## config.mk

```make
export PLATFORM = sky130hd
export DESIGN_NAME = rgb_to_hsl
export DESIGN_NICKNAME = d
export VERILOG_FILES = /design/src/rtl/rth_pkg.sv /design/src/rtl/rth_front.sv /design/src/rtl/rth_queue.sv /design/src/rtl/rth_div.sv /design/src/rtl/rth_back.sv /design/src/rtl/rgb_to_hsl.sv
export VERILOG_INCLUDE_DIRS = /design/src /design/src/rtl
export SDC_FILE = /design/constraint.sdc
export NUM_CORES = 1
export LEC_CHECK = 0
export BUFFER_PORTS_ARGS = -buffer_cell sky130_fd_sc_hd__buf_4
export CORE_UTILIZATION = 61
export CTS_CLUSTER_SIZE = 12
export DETAILED_ROUTE_END_ITERATION = 16
export PLACE_DENSITY = 0.79
export SYNTH_ARGS = -nofsm -noshare
export SYNTH_HDL_FRONTEND = slang
export SYNTH_SLANG_ARGS = --single-unit
export TNS_END_PERCENT = 1
```

## constraint.sdc

```tcl
create_clock -name clk -period 10.3 [get_ports clk]
set_input_delay 1.545 -clock clk [delete_from_list [all_inputs] [get_ports clk]]
set_output_delay 1.545 -clock clk [all_outputs]
set_load 0.05 [all_outputs]
```

## src/rtl/assert_macros.svh

```systemverilog
// assertion macros used by the rgb_to_hsl top level
`ifndef ASSERT_MACROS_SVH
`define ASSERT_MACROS_SVH

// cond implies prop on the same edge, checked on clk and off during reset
`define RTH_ASSERT_IMP(lbl, cond, prop) \
	lbl: assert property (@(posedge clk) disable iff (!arst_n) (cond) |-> (prop)) \
		else $error("rgb_to_hsl check failed");

// prop holds on every edge out of reset
`define RTH_ASSERT_ALWAYS(lbl, prop) \
	lbl: assert property (@(posedge clk) disable iff (!arst_n) (prop)) \
		else $error("rgb_to_hsl check failed");

`endif

```

## src/rtl/rth_pkg.sv

```systemverilog
// shared types and constants for the rgb to hsl converter
package rth_pkg;

	localparam int CH_W   = 8;   // color channel
	localparam int HUE_W  = 9;   // hue in degrees
	localparam int PCT_W  = 7;   // percent fields
	localparam int NUM_W  = 17;  // dividend width, holds 360 * 255
	localparam int DEN_W  = 8;   // divisor width
	localparam int QUO_W  = 9;   // quotient bits, one divider stage each
	localparam int SUM_W  = CH_W + 1;

	// lightness = sum * 100 / 510 = (sum * 12851) >> 16, exact for sum up to 510
	localparam int LightRecip = 12851;
	localparam int LightShift = 16;
	localparam int LightMulW  = 23;  // holds 510 * LightRecip
	localparam int SatScale   = 100;
	localparam int ChanMax    = 255;

	typedef enum logic [1:0] {
		SEC_RED,
		SEC_GREEN,
		SEC_BLUE
	} sector_t;

	// one classified pixel, ready for the dividers
	typedef struct packed {
		logic [NUM_W-1:0] hue_num;
		logic [DEN_W-1:0] hue_den;
		logic [NUM_W-1:0] sat_num;
		logic [DEN_W-1:0] sat_den;
		logic [PCT_W-1:0] light;
	} work_t;

endpackage

```

## src/rtl/rth_front.sv

```systemverilog
// front end: takes a pixel, finds max, min and sector, forms dividends, divisors and lightness
module rth_front import rth_pkg::*; (
	input  logic            clk,
	input  logic            arst_n,
	input  logic            take,
	input  logic [CH_W-1:0] red,
	input  logic [CH_W-1:0] green,
	input  logic [CH_W-1:0] blue,
	output logic            push,
	output work_t           work,
	output logic [1:0]      in_flight
);

	sector_t          sect;
	logic [CH_W-1:0]  hi;
	logic [CH_W-1:0]  lo;
	logic signed [CH_W:0] diff;

	logic             vld_s1;
	sector_t          sect_s1;
	logic [CH_W-1:0]  hi_s1;
	logic [CH_W-1:0]  lo_s1;
	logic signed [CH_W:0] diff_s1;

	logic             vld_s2;
	work_t            work_s2;

	logic [CH_W-1:0]  chroma;
	logic [SUM_W-1:0] sum;
	logic [CH_W-1:0]  dev;
	logic signed [18:0] hue_acc;
	logic signed [18:0] chroma_x;
	logic [LightMulW-1:0] light_prod;
	work_t            work_nx;

	// ties: blue over green over red
	always_comb begin
		if (blue >= red && blue >= green) begin
			sect = SEC_BLUE;
			hi   = blue;
			lo   = (red < green) ? red : green;
			diff = $signed({1'b0, red}) - $signed({1'b0, green});
		end else if (green >= red) begin
			sect = SEC_GREEN;
			hi   = green;
			lo   = (red < blue) ? red : blue;
			diff = $signed({1'b0, blue}) - $signed({1'b0, red});
		end else begin
			sect = SEC_RED;
			hi   = red;
			lo   = (green < blue) ? green : blue;
			diff = $signed({1'b0, green}) - $signed({1'b0, blue});
		end
	end

	always_ff @(posedge clk or negedge arst_n) begin
		if (!arst_n) begin
			vld_s1 <= 1'b0;
			vld_s2 <= 1'b0;
		end else begin
			vld_s1 <= take;
			vld_s2 <= vld_s1;
		end
	end

	always_ff @(posedge clk) begin
		sect_s1 <= sect;
		hi_s1   <= hi;
		lo_s1   <= lo;
		diff_s1 <= diff;
	end

	always_comb begin
		chroma   = hi_s1 - lo_s1;
		sum      = SUM_W'(hi_s1) + SUM_W'(lo_s1);
		dev      = (sum >= SUM_W'(ChanMax)) ? CH_W'(sum - SUM_W'(ChanMax))
			: CH_W'(SUM_W'(ChanMax) - sum);
		chroma_x = $signed({11'b0, chroma});
		hue_acc  = 19'(diff_s1) * 19'sd60;
		unique case (sect_s1)
			SEC_BLUE:  hue_acc = hue_acc + chroma_x * 19'sd240;
			SEC_GREEN: hue_acc = hue_acc + chroma_x * 19'sd120;
			SEC_RED: begin
				if (hue_acc < 0) begin
					hue_acc = hue_acc + chroma_x * 19'sd360;
				end
			end
			default:   hue_acc = '0;
		endcase

		// lightness by reciprocal multiply, exact over the whole sum range
		light_prod    = LightMulW'(sum) * LightMulW'(LightRecip);
		work_nx.light = PCT_W'(light_prod >> LightShift);
		if (chroma == '0) begin
			// gray pixel: hue and saturation come out as 0
			work_nx.hue_num = '0;
			work_nx.hue_den = DEN_W'(1);
			work_nx.sat_num = '0;
			work_nx.sat_den = DEN_W'(1);
		end else begin
			work_nx.hue_num = hue_acc[NUM_W-1:0];
			work_nx.hue_den = chroma;
			work_nx.sat_num = NUM_W'(chroma) * NUM_W'(SatScale);
			work_nx.sat_den = DEN_W'(ChanMax) - dev;
		end
	end

	always_ff @(posedge clk) begin
		work_s2 <= work_nx;
	end

	assign push      = vld_s2;
	assign work      = work_s2;
	assign in_flight = {1'b0, vld_s1} + {1'b0, vld_s2};

endmodule

```

## src/rtl/rth_queue.sv

```systemverilog
// short fifo between front end and dividers
module rth_queue import rth_pkg::*; #(
	parameter int DEPTH = 4
) (
	input  logic                         clk,
	input  logic                         arst_n,
	input  logic                         push,
	input  work_t                        wdata,
	output logic                         rvld,
	output work_t                        rdata,
	output logic [$clog2(DEPTH+1)-1:0]   level
);

	localparam int PTR_W = (DEPTH > 1) ? $clog2(DEPTH) : 1;
	localparam int LVL_W = $clog2(DEPTH + 1);

	work_t             mem [DEPTH];
	logic [PTR_W-1:0]  wr_ptr_q;
	logic [PTR_W-1:0]  rd_ptr_q;
	logic [LVL_W-1:0]  level_q;
	logic              rvld_q;
	work_t             rdata_q;
	logic              pop;

	// the dividers never stall, so drain whenever something is held
	assign pop = (level_q != '0);

	always_ff @(posedge clk or negedge arst_n) begin
		if (!arst_n) begin
			wr_ptr_q <= '0;
			rd_ptr_q <= '0;
			level_q  <= '0;
			rvld_q   <= 1'b0;
		end else begin
			rvld_q <= pop;
			if (push) begin
				wr_ptr_q <= (wr_ptr_q == PTR_W'(DEPTH - 1)) ? '0 : wr_ptr_q + 1'b1;
			end
			if (pop) begin
				rd_ptr_q <= (rd_ptr_q == PTR_W'(DEPTH - 1)) ? '0 : rd_ptr_q + 1'b1;
			end
			if (push && !pop) begin
				level_q <= level_q + 1'b1;
			end else if (pop && !push) begin
				level_q <= level_q - 1'b1;
			end
		end
	end

	always_ff @(posedge clk) begin
		if (push) begin
			mem[wr_ptr_q] <= wdata;
		end
		if (pop) begin
			rdata_q <= mem[rd_ptr_q];
		end
	end

	assign rvld  = rvld_q;
	assign rdata = rdata_q;
	assign level = level_q;

endmodule

```

## src/rtl/rth_div.sv

```systemverilog
// pipelined restoring divider, one quotient bit per stage
module rth_div import rth_pkg::*; (
	input  logic             clk,
	input  logic             arst_n,
	input  logic             in_vld,
	input  logic [NUM_W-1:0] num,
	input  logic [DEN_W-1:0] den,
	output logic             out_vld,
	output logic [QUO_W-1:0] quo
);

	// quotient is known to fit in QUO_W bits
	localparam int W = (NUM_W > DEN_W + QUO_W - 1) ? NUM_W : DEN_W + QUO_W - 1;

	logic             vld_s [QUO_W+1];
	logic [W-1:0]     rem_s [QUO_W+1];
	logic [DEN_W-1:0] den_s [QUO_W+1];
	logic [QUO_W-1:0] quo_s [QUO_W+1];

	assign vld_s[0] = in_vld;
	assign rem_s[0] = W'(num);
	assign den_s[0] = den;
	assign quo_s[0] = '0;

	for (genvar k = 0; k < QUO_W; k++) begin : g_stage
		logic [W-1:0] shifted;
		logic [W:0]   trial;

		assign shifted = W'(den_s[k]) << (QUO_W - 1 - k);
		assign trial   = {1'b0, rem_s[k]} - {1'b0, shifted};

		always_ff @(posedge clk or negedge arst_n) begin
			if (!arst_n) begin
				vld_s[k+1] <= 1'b0;
			end else begin
				vld_s[k+1] <= vld_s[k];
			end
		end

		always_ff @(posedge clk) begin
			den_s[k+1] <= den_s[k];
			if (!trial[W]) begin
				rem_s[k+1] <= trial[W-1:0];
				quo_s[k+1] <= quo_s[k] | (QUO_W'(1) << (QUO_W - 1 - k));
			end else begin
				rem_s[k+1] <= rem_s[k];
				quo_s[k+1] <= quo_s[k];
			end
		end
	end

	assign out_vld = vld_s[QUO_W];
	assign quo     = quo_s[QUO_W];

endmodule

```

## src/rtl/rth_back.sv

```systemverilog
// back end: dividers for hue and saturation, lightness delay line, and the result register
module rth_back import rth_pkg::*; (
	input  logic             clk,
	input  logic             arst_n,
	input  logic             in_vld,
	input  work_t            work,
	output logic             done,
	output logic [HUE_W-1:0] hue,
	output logic [PCT_W-1:0] saturation,
	output logic [PCT_W-1:0] lightness
);

	logic             hue_vld;
	logic             sat_vld;
	logic [QUO_W-1:0] hue_quo;
	logic [QUO_W-1:0] sat_quo;

	// lightness is already final, delay it to line up with the dividers
	logic [PCT_W-1:0] light_s [QUO_W];

	logic             done_q;
	logic [HUE_W-1:0] hue_q;
	logic [PCT_W-1:0] sat_q;
	logic [PCT_W-1:0] light_q;

	rth_div u_hue_div (
		.clk     (clk),
		.arst_n  (arst_n),
		.in_vld  (in_vld),
		.num     (work.hue_num),
		.den     (work.hue_den),
		.out_vld (hue_vld),
		.quo     (hue_quo)
	);

	rth_div u_sat_div (
		.clk     (clk),
		.arst_n  (arst_n),
		.in_vld  (in_vld),
		.num     (work.sat_num),
		.den     (work.sat_den),
		.out_vld (sat_vld),
		.quo     (sat_quo)
	);

	always_ff @(posedge clk) begin
		light_s[0] <= work.light;
		for (int k = 1; k < QUO_W; k++) begin
			light_s[k] <= light_s[k-1];
		end
	end

	always_ff @(posedge clk or negedge arst_n) begin
		if (!arst_n) begin
			done_q <= 1'b0;
		end else begin
			done_q <= hue_vld && sat_vld;
		end
	end

	always_ff @(posedge clk) begin
		hue_q   <= hue_quo[HUE_W-1:0];
		sat_q   <= sat_quo[PCT_W-1:0];
		light_q <= light_s[QUO_W-1];
	end

	assign done       = done_q;
	assign hue        = hue_q;
	assign saturation = sat_q;
	assign lightness  = light_q;

endmodule

```

## src/rtl/rgb_to_hsl.sv

```systemverilog
// rgb to hsl converter top level
//
//   port group                       dir   handshake
//   red, green, blue                 in    start / busy, request taken when start && !busy
//   hue, saturation, lightness       out   done, one cycle per result, no back pressure
//
// one request per clock while busy is low; each request passes in order through
// 2 front stages, the queue memory and its read register, 9 divider stages and 1 output register
// the divider pipelines have 9 stages each, one quotient bit per stage
// busy rises only if the queue plus the front stages could overflow
// reset clears all valid bits and queue pointers; no clearing pass
`include "assert_macros.svh"

module rgb_to_hsl import rth_pkg::*; #(
	parameter int QUEUE_DEPTH = 4
) (
	input  logic             clk,
	input  logic             arst_n,
	input  logic             start,
	output logic             busy,
	input  logic [CH_W-1:0]  red,
	input  logic [CH_W-1:0]  green,
	input  logic [CH_W-1:0]  blue,
	output logic             done,
	output logic [HUE_W-1:0] hue,
	output logic [PCT_W-1:0] saturation,
	output logic [PCT_W-1:0] lightness
);

	localparam int LVL_W   = $clog2(QUEUE_DEPTH + 1);
	localparam int Latency = 5 + QUO_W;

	logic             take;
	logic             push;
	work_t            work_front;
	logic [1:0]       in_flight;
	logic             q_vld;
	work_t            work_back;
	logic [LVL_W-1:0] level;

	assign take = start && !busy;
	assign busy = (int'(level) + int'(in_flight)) >= QUEUE_DEPTH;

	rth_front u_front (
		.clk       (clk),
		.arst_n    (arst_n),
		.take      (take),
		.red       (red),
		.green     (green),
		.blue      (blue),
		.push      (push),
		.work      (work_front),
		.in_flight (in_flight)
	);

	rth_queue #(
		.DEPTH (QUEUE_DEPTH)
	) u_queue (
		.clk    (clk),
		.arst_n (arst_n),
		.push   (push),
		.wdata  (work_front),
		.rvld   (q_vld),
		.rdata  (work_back),
		.level  (level)
	);

	rth_back u_back (
		.clk        (clk),
		.arst_n     (arst_n),
		.in_vld     (q_vld),
		.work       (work_back),
		.done       (done),
		.hue        (hue),
		.saturation (saturation),
		.lightness  (lightness)
	);

	`RTH_ASSERT_IMP(a_done_latency, done, $past(start && !busy, Latency))
	`RTH_ASSERT_IMP(a_result_range, done, (hue < 9'd360) && (saturation <= 7'd100) && (lightness <= 7'd100))
	`RTH_ASSERT_ALWAYS(a_queue_bound, int'(level) <= QUEUE_DEPTH)

endmodule

```

==> qor.csv <==
metric,value,unit
clock_sinks,847,
clock_skew,0.0394,ns
ctsHoldBuffers,0,
synthMuxAreaShare,0.0445,
drive_above_1_share,0.0817,
synth_edf_count,240,
synth_top_area_frac,0.305,
synth.area.top_cells,"dfxtp_1 30%, edfxtp_1 19%, ha_1 12%",
cts_buffers,84,
hold_viol,0,
rrSetupSlack,4.13,ns
place_hpwl,48.1,mm
nets,4012,
cts_resized,0,
syn_to_final_growth,10.1,%
fin_crit_sh,0.599,
start_util,0.621,
final_antenna_net_count,0,
synth-seq-cells,847,
grt_pass1_wl,115,mm
wl,68.6,mm
syn_area,38600,um2
async_reset_ff_frac,0.0236,
fp.coreArea,62100,um2
vias,24042,
die_h,253,um
dr.pass1.iters,5,
ys_types,93,
clock_latency,0.64,ns
cts_max_path_buffers,3,
fillers,4332,
status,completed,
die_x,253,um
synth_top_family_by_area,adder cells,
root_buffer,clkbuf_16,
drv_cap,0,
crit_required,10.78,ns
yosys-top-cells-count,"587 x dfxtp_1, 424 x inv_1, 365 x ha_1",
reg2regPathDepth,25,
grt_max_degree,50,
tightestPinTransition,1.12,ns
setup_tns,0,ns
synth_largest_area_cell,dfxtp_1,
synthesis.instances,3446,
finalCriticalPeriod,6.17,ns
synth-adder-area-share,0.159,
r2r-start,u_front.lo_s1[1]$_DFF_P_,
crit_fanout,6,
syn_nets,3916,
crit_arrival,6.65,ns
synthSimpleGateAreaFrac,0.0897,
wl_per_cell,15.5,um
drt_iter0_markers,1145,
die_area,64200,um2
cts_tree,yes,
avgSynthCellArea,11.2,um2
grt_use_total,0.221,
postCtsSetupBuffers,0,
end_kind,flop,
hold_path_class,flop to flop,
synthFlopType,dfxtp_1,
yosysMostFrequentCell,dfxtp_1,
cp-startpoint,u_front.lo_s1[1]$_DFF_P_,
min_from,u_back.light_s[0][0]$_DFF_P_,
rows,91,
grt_overflow,0,
antenna_found_initial,1,
portBuffers,51,
drc,0,
critPathKind,flop to flop,
hold_depth,0,
maxSlewHeadroom,0.253,
gp_congestion,0.946,
synth_xor_xnor_area_share,0.0472,
clkSlewWorstSetupHoldPaths,0.07,ns
drv_slew,0,
grt_pass1_vias,24643,
ioPinCount,52,
setup_viol,0,
yosys_warnings,0,
yosysSeqAreaShare,0.505,
max_clock_freq,0.162,GHz
rsz0062_at_grt,no,
viasPerCell,5.42,
cts_htree_levels,3,
timing.critical_path.from_type,flop,
synth_compound_area_frac,0.106,
## placed cells by master (no fill, tap or decap), types with 10 or more instances in the layout
cell       Yosys  routed
dfxtp_1      587     587
inv_1        424     423
ha_1         365     365
nor2_1       246     245
edfxtp_1     240     240
a21oi_1      186     186
nand2_1      152     152
xnor2_1      145     145
o21ai_1      114     114
clkbuf_16      0      84
fa_1          78      78
nor2b_1       76      76
o21ai_0       69      69
buf_4          5      64
xor2_1        56      56
mux4_2        48      48
a21o_1        46      46
nor3_1        46      46
nand2b_1      42      42
clkbuf_1      24      37
o21a_1        30      30
a21boi_1      28      28
or3_1         24      24
mux2i_1       23      23
nand3_1       20      20
mux2_2        19      19
o31ai_1       18      18
dfrtp_1       20      18
a211oi_1      17      17
mux2_1        17      17
o21bai_1      16      16
a21boi_0      16      16
o211ai_1      15      15
nor4_1        15      15
and2_1        17      13
a21oi_2       12      12
and3_1        12      12
inv_2         10      11
or2_2         10      10
## cells by family after synthesis
family,Yosys count
AOI/OAI and AO/OA,646
xor gates and xnor gates,204
adders and majority gates,443
buffers and inverters,488
DFF,847
muxes,107
other,1
and+or+nand+nor,710
## critical path, stage by stage (launching register included)
cell	delay, ns
dfxtp_1	0.44
inv_1	0.08
ha_1	0.30
nand2b_1	0.14
a21oi_1	0.14
nor2_1	0.07
o21ai_1	0.12
a21oi_1	0.11
o31ai_1	0.24
xor2_1	0.53
ha_1	0.39
ha_1	0.30
inv_1	0.05
fa_1	0.48
fa_1	0.54
inv_1	0.04
ha_1	0.22
nor3_1	0.25
a211o_1	0.18
o21a_1	0.10
o21ai_1	0.09
a221o_1	0.40
a31o_2	0.31
a21oi_2	0.22
o21bai_1	0.13
xnor2_1	0.15
## metrics by stage
stage          std cells  hold WS, ns  utilization  worst slack, ns  cell area (um2)
2_1_floorplan       3446        0.310            -             4.65            38600
6_report            4436        0.309        0.684             4.13            42400
3_5_place_dp        4293        0.312        0.642             4.17            39900
3_3_place_gp        4293        0.310        0.642             4.22            39900
4_1_cts             4435        0.300        0.684             4.14            42400
5_1_grt             4435        0.319        0.684             3.68            42400
## metal layers
| metal | track usage | vias up | routed length (um) |
|---|---|---|---|
| met2 | 0.416 | 462 | 35700 |
| met5 | 0 | - | 0 |
| met3 | 0.0341 | 145 | 2870 |
| met1 | 0.240 | 11415 | 27200 |
| met4 | 0.109 | 0 | 2850 |
| li1 | - | 12020 | - |
## state kept, by name (all words and copies together) (netlist names), 48 cells and up
register and flops:
u_queue.rdata 48, u_front.work 48, u_back.u_sat_div.den_s 62, u_back.u_sat_div.rem_s 112, u_back.u_hue_div.den_s 58, u_back.light_s 63, u_back.u_hue_div.rem_s 121, u_queue.mem 192
## cell type report
cell class | count | area (um2) | share of cell area
clock inverters | 14 | 245 | 0.00578
clock buffers | 128 | 2340 | 0.0551
inverters | 434 | 1630 | 0.0384
well taps | 837 | 1050 | 0.0247
multi-input cells | 2111 | 17200 | 0.406
repair buffers | 64 | 480 | 0.0113
diodes | 1 | 2.50 | 0.0000590
flip-flops and latches | 847 | 19500 | 0.459
## final timing paths
| check | endpoint |
|---|---|
| setup / recovery | u_front.work[6]$_DFF_P_ |
| hold / removal | u_back.light_s[1][0]$_DFF_P_ |
| setup reg to reg | u_front.work[6]$_DFF_P_ |
| hold reg to reg | u_back.light_s[1][0]$_DFF_P_ |
| max in group asynchronous | u_queue.rd_ptr_q[1]$_DFFE_PN0P_ |
| min in group asynchronous | u_back.u_hue_div.vld_s[2]$_DFF_PN0_ |
Power is not shown: default switching activity piles up to over one toggle a cycle in this logic, so the estimate is an artifact.
